## src/sv/assert_macros.svh

```systemverilog
// assertion macros used by polynomial_term_accumulate_evaluate
// no dependencies; expects clk and rst_n in the including scope
`ifndef ASSERT_MACROS_SVH
`define ASSERT_MACROS_SVH

// same-cycle implication
`define PTE_ASSERT_IMP(label, ante, cons) \
  label: assert property (@(posedge clk) disable iff (!rst_n) (ante) |-> (cons)) \
    else $error("pte assertion failed");

// next-cycle implication
`define PTE_ASSERT_NXT(label, ante, cons) \
  label: assert property (@(posedge clk) disable iff (!rst_n) (ante) |=> (cons)) \
    else $error("pte assertion failed");

`endif

```

## src/sv/pte_pkg.sv

```systemverilog
// types, codes and sizes for the polynomial term store
// no dependencies
`default_nettype none

package pte_pkg;

  localparam int NUM_DEGREES = 16;
  localparam int DEG_W       = (NUM_DEGREES > 1) ? $clog2(NUM_DEGREES) : 1;

  // operation codes
  localparam logic [1:0] FN_ADD   = 2'd0;
  localparam logic [1:0] FN_EVAL  = 2'd1;
  localparam logic [1:0] FN_CLEAR = 2'd2;

  // status codes
  localparam logic [2:0] ST_NEW       = 3'd0;
  localparam logic [2:0] ST_MERGED    = 3'd1;
  localparam logic [2:0] ST_REJECTED  = 3'd2;
  localparam logic [2:0] ST_EVALUATED = 3'd3;
  localparam logic [2:0] ST_CLEARED   = 3'd4;

  typedef struct packed {
    logic [1:0]         func;
    logic signed [31:0] coefficient;
    logic [7:0]         degree;
    logic signed [31:0] point;
  } in_t;

  typedef struct packed {
    logic signed [31:0] value;
    logic [2:0]         status;
  } out_t;

  // request from sequencer to coefficient store
  typedef struct packed {
    logic             rd_en;
    logic             wr_en;
    logic             clr;
    logic [DEG_W-1:0] addr;
    logic [31:0]      wr_data;
  } store_req_t;

  // registered read response
  typedef struct packed {
    logic        hit;
    logic [31:0] data;
  } store_rsp_t;

endpackage

`default_nettype wire

```

## src/sv/pte_store.sv

```systemverilog
// coefficient store: memory with per-entry valid bits, one port
// depends on pte_pkg
`default_nettype none

module pte_store (
  input  wire logic               clk,
  input  wire logic               rst_n,
  input  wire pte_pkg::store_req_t req,
  output pte_pkg::store_rsp_t      rsp
);

  logic [31:0]                    mem [pte_pkg::NUM_DEGREES];
  logic [pte_pkg::NUM_DEGREES-1:0] vld_r;
  logic [31:0]                    rd_data_r;
  logic                           rd_hit_r;

  // valid bits: an entry never written since reset or clear reads as zero
  always_ff @(posedge clk) begin
    if (!rst_n || req.clr) begin
      vld_r <= '0;
    end else if (req.wr_en) begin
      vld_r[req.addr] <= 1'b1;
    end
  end

  always_ff @(posedge clk) begin
    if (req.wr_en) begin
      mem[req.addr] <= req.wr_data;
    end
  end

  always_ff @(posedge clk) begin
    if (req.rd_en) begin
      rd_data_r <= mem[req.addr];
      rd_hit_r  <= vld_r[req.addr];
    end
  end

  assign rsp.hit  = rd_hit_r;
  assign rsp.data = rd_hit_r ? rd_data_r : 32'd0;

endmodule

`default_nettype wire

```

## src/sv/polynomial_term_accumulate_evaluate.sv

```systemverilog
// per item: add reads the store entry, writes it back, then pushes; clear and rejected
// items go straight to the push; evaluate uses one shared multiply-add walking the
// coefficient store one degree per cycle, then a drain state and a push state
// a blocked push waits for the output slot; in_stall holds new items off until idle
// the output register lets the next item in while a result waits
// synchronous active-low reset: store reads as all zero, sequencer idle, no result
`default_nettype none
`include "assert_macros.svh"

module polynomial_term_accumulate_evaluate (
  input  wire logic          clk,
  input  wire logic          rst_n,
  input  wire logic          in_valid,
  output logic               in_stall,
  input  wire pte_pkg::in_t  in_data,
  output logic               out_valid,
  input  wire logic          out_stall,
  output pte_pkg::out_t      out_data
);

  // sequencer states
  localparam logic [2:0] S_IDLE     = 3'd0;
  localparam logic [2:0] S_ADD_RD   = 3'd1;
  localparam logic [2:0] S_ADD_WR   = 3'd2;
  localparam logic [2:0] S_EVAL     = 3'd3;
  localparam logic [2:0] S_EVAL_END = 3'd4;
  localparam logic [2:0] S_PUSH     = 3'd5;

  localparam logic [pte_pkg::DEG_W-1:0] TOP_DEG = pte_pkg::DEG_W'(pte_pkg::NUM_DEGREES - 1);

  logic [2:0]                 state_r, state_nxt;
  logic [pte_pkg::DEG_W-1:0]  cnt_r, cnt_nxt;
  logic                       pend_r;
  logic [31:0]                acc_r, acc_nxt;
  logic [31:0]                pt_r, coef_r;
  logic [pte_pkg::DEG_W-1:0]  deg_r;
  logic                       deg0_r;
  pte_pkg::out_t              res_r, res_nxt;
  pte_pkg::out_t              out_r;
  logic                       out_valid_r;

  pte_pkg::store_req_t        req;
  pte_pkg::store_rsp_t        rsp;

  logic                       accept;
  logic                       slot_free;
  logic                       in_range;
  logic [31:0]                mac;

  pte_store u_store (
    .clk   (clk),
    .rst_n (rst_n),
    .req   (req),
    .rsp   (rsp)
  );

  assign accept    = in_valid && !in_stall;
  assign in_stall  = (state_r != S_IDLE);
  assign slot_free = !out_valid_r || !out_stall;
  assign in_range  = ({1'b0, in_data.degree} < 9'(pte_pkg::NUM_DEGREES));

  // shared horner step, wraps to 32 bits
  assign mac = acc_r * pt_r + rsp.data;

  // store port: one address, read for add or evaluate, write for add, clear on an accepted clear
  always_comb begin
    req         = '0;
    req.wr_data = rsp.data + coef_r;
    case (state_r)
      S_ADD_RD: begin
        req.rd_en = 1'b1;
        req.addr  = deg_r;
      end
      S_ADD_WR: begin
        req.wr_en = 1'b1;
        req.addr  = deg_r;
      end
      S_EVAL: begin
        req.rd_en = 1'b1;
        req.addr  = cnt_r;
      end
      S_IDLE: begin
        req.clr = accept && (in_data.func == pte_pkg::FN_CLEAR);
      end
      default: begin
        req.rd_en = 1'b0;
      end
    endcase
  end

  // sequencer
  always_comb begin
    state_nxt = state_r;
    cnt_nxt   = cnt_r;
    acc_nxt   = acc_r;
    res_nxt   = res_r;
    case (state_r)
      S_IDLE: begin
        if (accept) begin
          res_nxt.value = '0;
          case (in_data.func)
            pte_pkg::FN_ADD: begin
              if (in_range) begin
                state_nxt = S_ADD_RD;
              end else begin
                res_nxt.status = pte_pkg::ST_REJECTED;
                state_nxt      = S_PUSH;
              end
            end
            pte_pkg::FN_EVAL: begin
              cnt_nxt   = TOP_DEG;
              acc_nxt   = '0;
              state_nxt = S_EVAL;
            end
            pte_pkg::FN_CLEAR: begin
              res_nxt.status = pte_pkg::ST_CLEARED;
              state_nxt      = S_PUSH;
            end
            default: begin
              // unused code
              res_nxt.status = pte_pkg::ST_REJECTED;
              state_nxt      = S_PUSH;
            end
          endcase
        end
      end
      S_ADD_RD: begin
        state_nxt = S_ADD_WR;
      end
      S_ADD_WR: begin
        // constant term always counts as present
        res_nxt.status = (rsp.hit || deg0_r) ? pte_pkg::ST_MERGED : pte_pkg::ST_NEW;
        state_nxt      = S_PUSH;
      end
      S_EVAL: begin
        if (pend_r) begin
          acc_nxt = mac;
        end
        if (cnt_r == '0) begin
          state_nxt = S_EVAL_END;
        end else begin
          cnt_nxt = cnt_r - 1'b1;
        end
      end
      S_EVAL_END: begin
        // last coefficient arrives here
        res_nxt.value  = mac;
        res_nxt.status = pte_pkg::ST_EVALUATED;
        state_nxt      = S_PUSH;
      end
      S_PUSH: begin
        if (slot_free) begin
          state_nxt = S_IDLE;
        end
      end
      default: begin
        state_nxt = S_IDLE;
      end
    endcase
  end

  always_ff @(posedge clk) begin
    if (!rst_n) begin
      state_r <= S_IDLE;
      pend_r  <= 1'b0;
    end else begin
      state_r <= state_nxt;
      pend_r  <= (state_r == S_EVAL);
    end
  end

  // working registers, no reset needed
  always_ff @(posedge clk) begin
    cnt_r <= cnt_nxt;
    acc_r <= acc_nxt;
    res_r <= res_nxt;
    if (accept) begin
      pt_r   <= in_data.point;
      coef_r <= in_data.coefficient;
      deg_r  <= in_data.degree[pte_pkg::DEG_W-1:0];
      deg0_r <= (in_data.degree == 8'd0);
    end
  end

  // output register
  always_ff @(posedge clk) begin
    if (!rst_n) begin
      out_valid_r <= 1'b0;
    end else if (state_r == S_PUSH && slot_free) begin
      out_valid_r <= 1'b1;
    end else if (!out_stall) begin
      out_valid_r <= 1'b0;
    end
  end

  always_ff @(posedge clk) begin
    if (state_r == S_PUSH && slot_free) begin
      out_r <= res_r;
    end
  end

  assign out_valid = out_valid_r;
  assign out_data  = out_r;

  // checks
  `PTE_ASSERT_NXT(a_eval_start, accept && (in_data.func == pte_pkg::FN_EVAL), state_r == S_EVAL)
  `PTE_ASSERT_NXT(a_eval_walk, (state_r == S_EVAL) && (cnt_r != '0), state_r == S_EVAL)
  `PTE_ASSERT_NXT(a_eval_end, state_r == S_EVAL_END, state_r == S_PUSH)
  `PTE_ASSERT_IMP(a_wr_no_clr, req.wr_en, !req.clr && !req.rd_en)

endmodule

`default_nettype wire
```

## config.mk

```make
export PLATFORM = sky130hd
export DESIGN_NAME = polynomial_term_accumulate_evaluate
export DESIGN_NICKNAME = d
export VERILOG_FILES = /design/src/sv/pte_pkg.sv /design/src/sv/pte_store.sv /design/src/sv/polynomial_term_accumulate_evaluate.sv
export VERILOG_INCLUDE_DIRS = /design/src /design/src/sv
export SDC_FILE = /design/constraint.sdc
export NUM_CORES = 2
export LEC_CHECK = 0
export BUFFER_PORTS_ARGS = -buffer_cell sky130_fd_sc_hd__buf_2
export CAP_MARGIN = 10
export CORE_UTILIZATION = 60
export CTS_CLUSTER_DIAMETER = 30
export CTS_CLUSTER_SIZE = 10
export DETAILED_ROUTE_END_ITERATION = 7
export GPL_TIMING_DRIVEN = 0
export PLACE_DENSITY_LB_ADDON = 0.08
export SYNTH_ARGS = -nofsm -noshare
export SYNTH_HDL_FRONTEND = slang
export SYNTH_SLANG_ARGS = --single-unit
export TNS_END_PERCENT = 5
```

## constraint.sdc

```tcl
create_clock -name clk -period 13.97 [get_ports clk]
set_input_delay 1.397 -clock clk [delete_from_list [all_inputs] [get_ports clk]]
set_output_delay 1.397 -clock clk [all_outputs]
set_load 0.05 [all_outputs]
```

==> summary.txt <==
Vias in the first global route -> 30946
Initial core utilization -> 61.0%
Min-delay worst type -> flip-flop to flip-flop
TNS Setup -> 0 ps
Crit-path max cell delay -> 870 ps
Total wire length -> 131000 um
Largest family of logic cells by synthesized area -> adder cells
Final Cell Area -> 53200 um^2
Worst Setup End Kind -> flip-flop
Hold_buf cts -> 0
CP Data Arrival Time -> 9350 ps
Post-Synth XOR/XNOR Area -> 2.23%
Top cells by area, synth -> edfxtp_1, fa_1, mux4_2
Part of the cycle the worst path needs -> 63.9%
Post-CTS sizing -> 0
ANT cells -> 0
Hold Path Cell Cnt -> 0
Detailed-route via count -> 28694
Multi-input gate area -> 21200 um^2
Io pins -> 115
Largest net degree at the start of global routing -> 46
Area share of the largest cell type after synthesis -> 47.4%
Post-Synth Adder-Cell Area -> 23.5%
Post-route ant nets -> 0
CTS Root Cell -> clkbuf_16
Hold Vio Cnt, Final -> 0
Seq/Total Area, Yosys -> 48.3%
First-pass GRT wire length -> 195000 um
Die width -> 278 um
Number of synthesized register bits -> 741
Highest clock rate -> 112 MHz
Htree depth -> 4
Top_reg_cell synth -> edfxtp_1
R2r endpoint -> res_r[31]
Aggregate global-route resource usage -> 35.1%
Die area -> 77200 um^2
Mean Syn Cell Area -> 13.4 um^2
Netlist cell types -> 63
Outcome -> finished with violations
Final Max Tran Viols -> 0
Worst Path Class, Setup -> flip-flop to flip-flop
Share of cells above drive strength 1 -> 15.2%
Max Buffers Root-to-Sink -> 3
WHS Endpoint -> out_data[11]
Clk_lat worst skew -> 740 ps
CP Max Fanout -> 10
Critical Path Start Type -> flip-flop
Least-Margin Pin Slew -> 1310 ps
Yosys warning count -> 0
Port bufs -> 114
Core Box Area -> 74800 um^2
Max_cap viols -> 0
Critical Path Most Common Cell -> fa_1
EDFF count, synth -> 720
DR pass1 iterations -> 8
WP buf/inv -> 6
Failing checks -> design-rule violations
Synth Area in Simple Gates -> 9.89%
Synth Area in Compound Gates -> 3.84%
Final RePlAce weighted congestion -> 0.974
CTS tree -> done
Filler Cells Inserted -> 5074
Multiplexer share of the synthesized area -> 6.51%
Register area -> 22000 um^2
Drt drc -> 3
Internal reg-to-reg setup slack -> 5040 ps
Final worst path period need -> 8930 ps
Worst slew margin relative to its limit -> 12.1%
DP Wirelength -> 97600 um
Area added between synthesis and finish -> 16.5%
Grt ovf -> 0
Area leader, netlist -> edfxtp_1
Die H -> 278 um
Initial antenna violation count -> 2
Final setup viols -> 0
CTS Sinks -> 741
Post-Syn Area -> 45700 um^2
DR iter-0 viols -> 2786
HP Start -> res_r[11]
RSZ-0062 raised after global routing -> false
Synthesized Nets -> 4091
Placed Area -> 48200 um^2
Total clock buffers created by CTS -> 138
Post-DR vias/cell -> 5.97
Worst Skew -> 52.7 ps
Ys async rst share -> 0%
Post-CTS setup buffers -> 0
Net count, final -> 4402
Clock Pin Slew Worst Setup and Hold Paths -> 50 ps
CP delay by family, top -> adder cells
Worst path required time -> 14390 ps
Worst r2r path cells -> 25
Synthesized instance count -> 3418
WL/cell -> 27.3 um
R2R Path Start -> acc_r[3]
CP max stage cell -> clkbuf_1
# rows -> 100
## cell families (layout without fill, tap and decap cells)
logic type	Yosys count	in the layout
xor gates and xnor gates	116	116
AOI/OAI and AO/OA	261	261
buffers and inverters	672	1090
and+or+nand+nor	901	901
muxes	132	132
DFF	741	741
adders and majority gates	595	595
## worst max-delay path by stage
stage	cells past startpoint	end	slack, ps	start
3_3_place_gp	24	res_r[31]	5260	pt_r[2]
4_1_cts	24	res_r[31]	5190	pt_r[2]
6_report	25	res_r[31]	5040	acc_r[3]
3_5_place_dp	24	res_r[31]	5210	pt_r[2]
5_1_grt	24	res_r[31]	4930	pt_r[2]
2_1_floorplan	26	res_r[32]	6880	u_store.rd_hit_r
## per-layer routing
layer / wire length, um / vias up / global-route usage (%)
met5: 0 / - / 0
met4: 8030 / 0 / 20.0
met3: 8900 / 402 / 5.80
met2: 65400 / 1400 / 59.2
met1: 48700 / 14793 / 43.3
li1: - / 12099 / -
## final cells by class
cell class	count	area share, %
clock buffers	155	6.79
plain buffers	153	1.26
flip-flops and latches	741	41.4
clock inverters	92	2.40
well taps	969	2.28
inverters	519	3.66
repair buffers	171	2.43
multi-input cells	2005	39.8
## cell usage after synthesis (6+ instances only)
library cell and number:
a211oi_1 39, a21o_1 21, a21oi_1 57, a31oi_1 33, and2_1 386, buf_2 16, buf_6 8, clkbuf_1 123
dfxtp_1 21, edfxtp_1 720, fa_1 439, ha_1 156, inv_1 519, mux4_2 132, nand2_1 331, nand2b_1 11
nand3_1 15, nor2_1 107, nor2b_1 9, nor3_1 17, o21a_1 25, o21ai_0 31, o21ai_1 9, o21bai_1 6
xnor2_1 91, xor2_1 25
## registers in the layout, summed over array words and instances, names as in the netlist
signal,count
out_valid,1
deg_r,4
u_store.rd_data_r,32
u_store.vld_r,16
coef_r,32
state_r,3
cnt_r,4
pt_r,32
pend_r,1
res_r,35
deg0_r,1
u_store.rd_hit_r,1
acc_r,32
out_data,35
u_store.mem,512
## layout by cell type, fill, tap and decap left out, drive strengths merged, types with 60 or more instances in the layout
cell / netlist / routed
and2: 386 / 386
buf: 30 / 201
clkbuf: 123 / 278
clkinv: 0 / 60
edfxtp: 720 / 720
fa: 439 / 439
ha: 156 / 156
inv: 519 / 525
mux4: 132 / 132
nand2: 331 / 331
nor2: 107 / 107
xnor2: 91 / 91
## through the flow
stage | hold WS, ps | instances | worst slack [ps] | utilization [%]
floorplan | 400 | 3418 | 6880 | -
global placement | 403 | 4501 | 5260 | 63.4
detailed placement | 405 | 4541 | 5210 | 64.4
CTS | 376 | 4788 | 5190 | 70.9
global route | 384 | 4805 | 4930 | 71.1
finish | 380 | 4805 | 5040 | 71.1
Power is left out: the tool's default activity adds up to more than one toggle a clock period on the data nets, which glitch-free logic cannot reach.
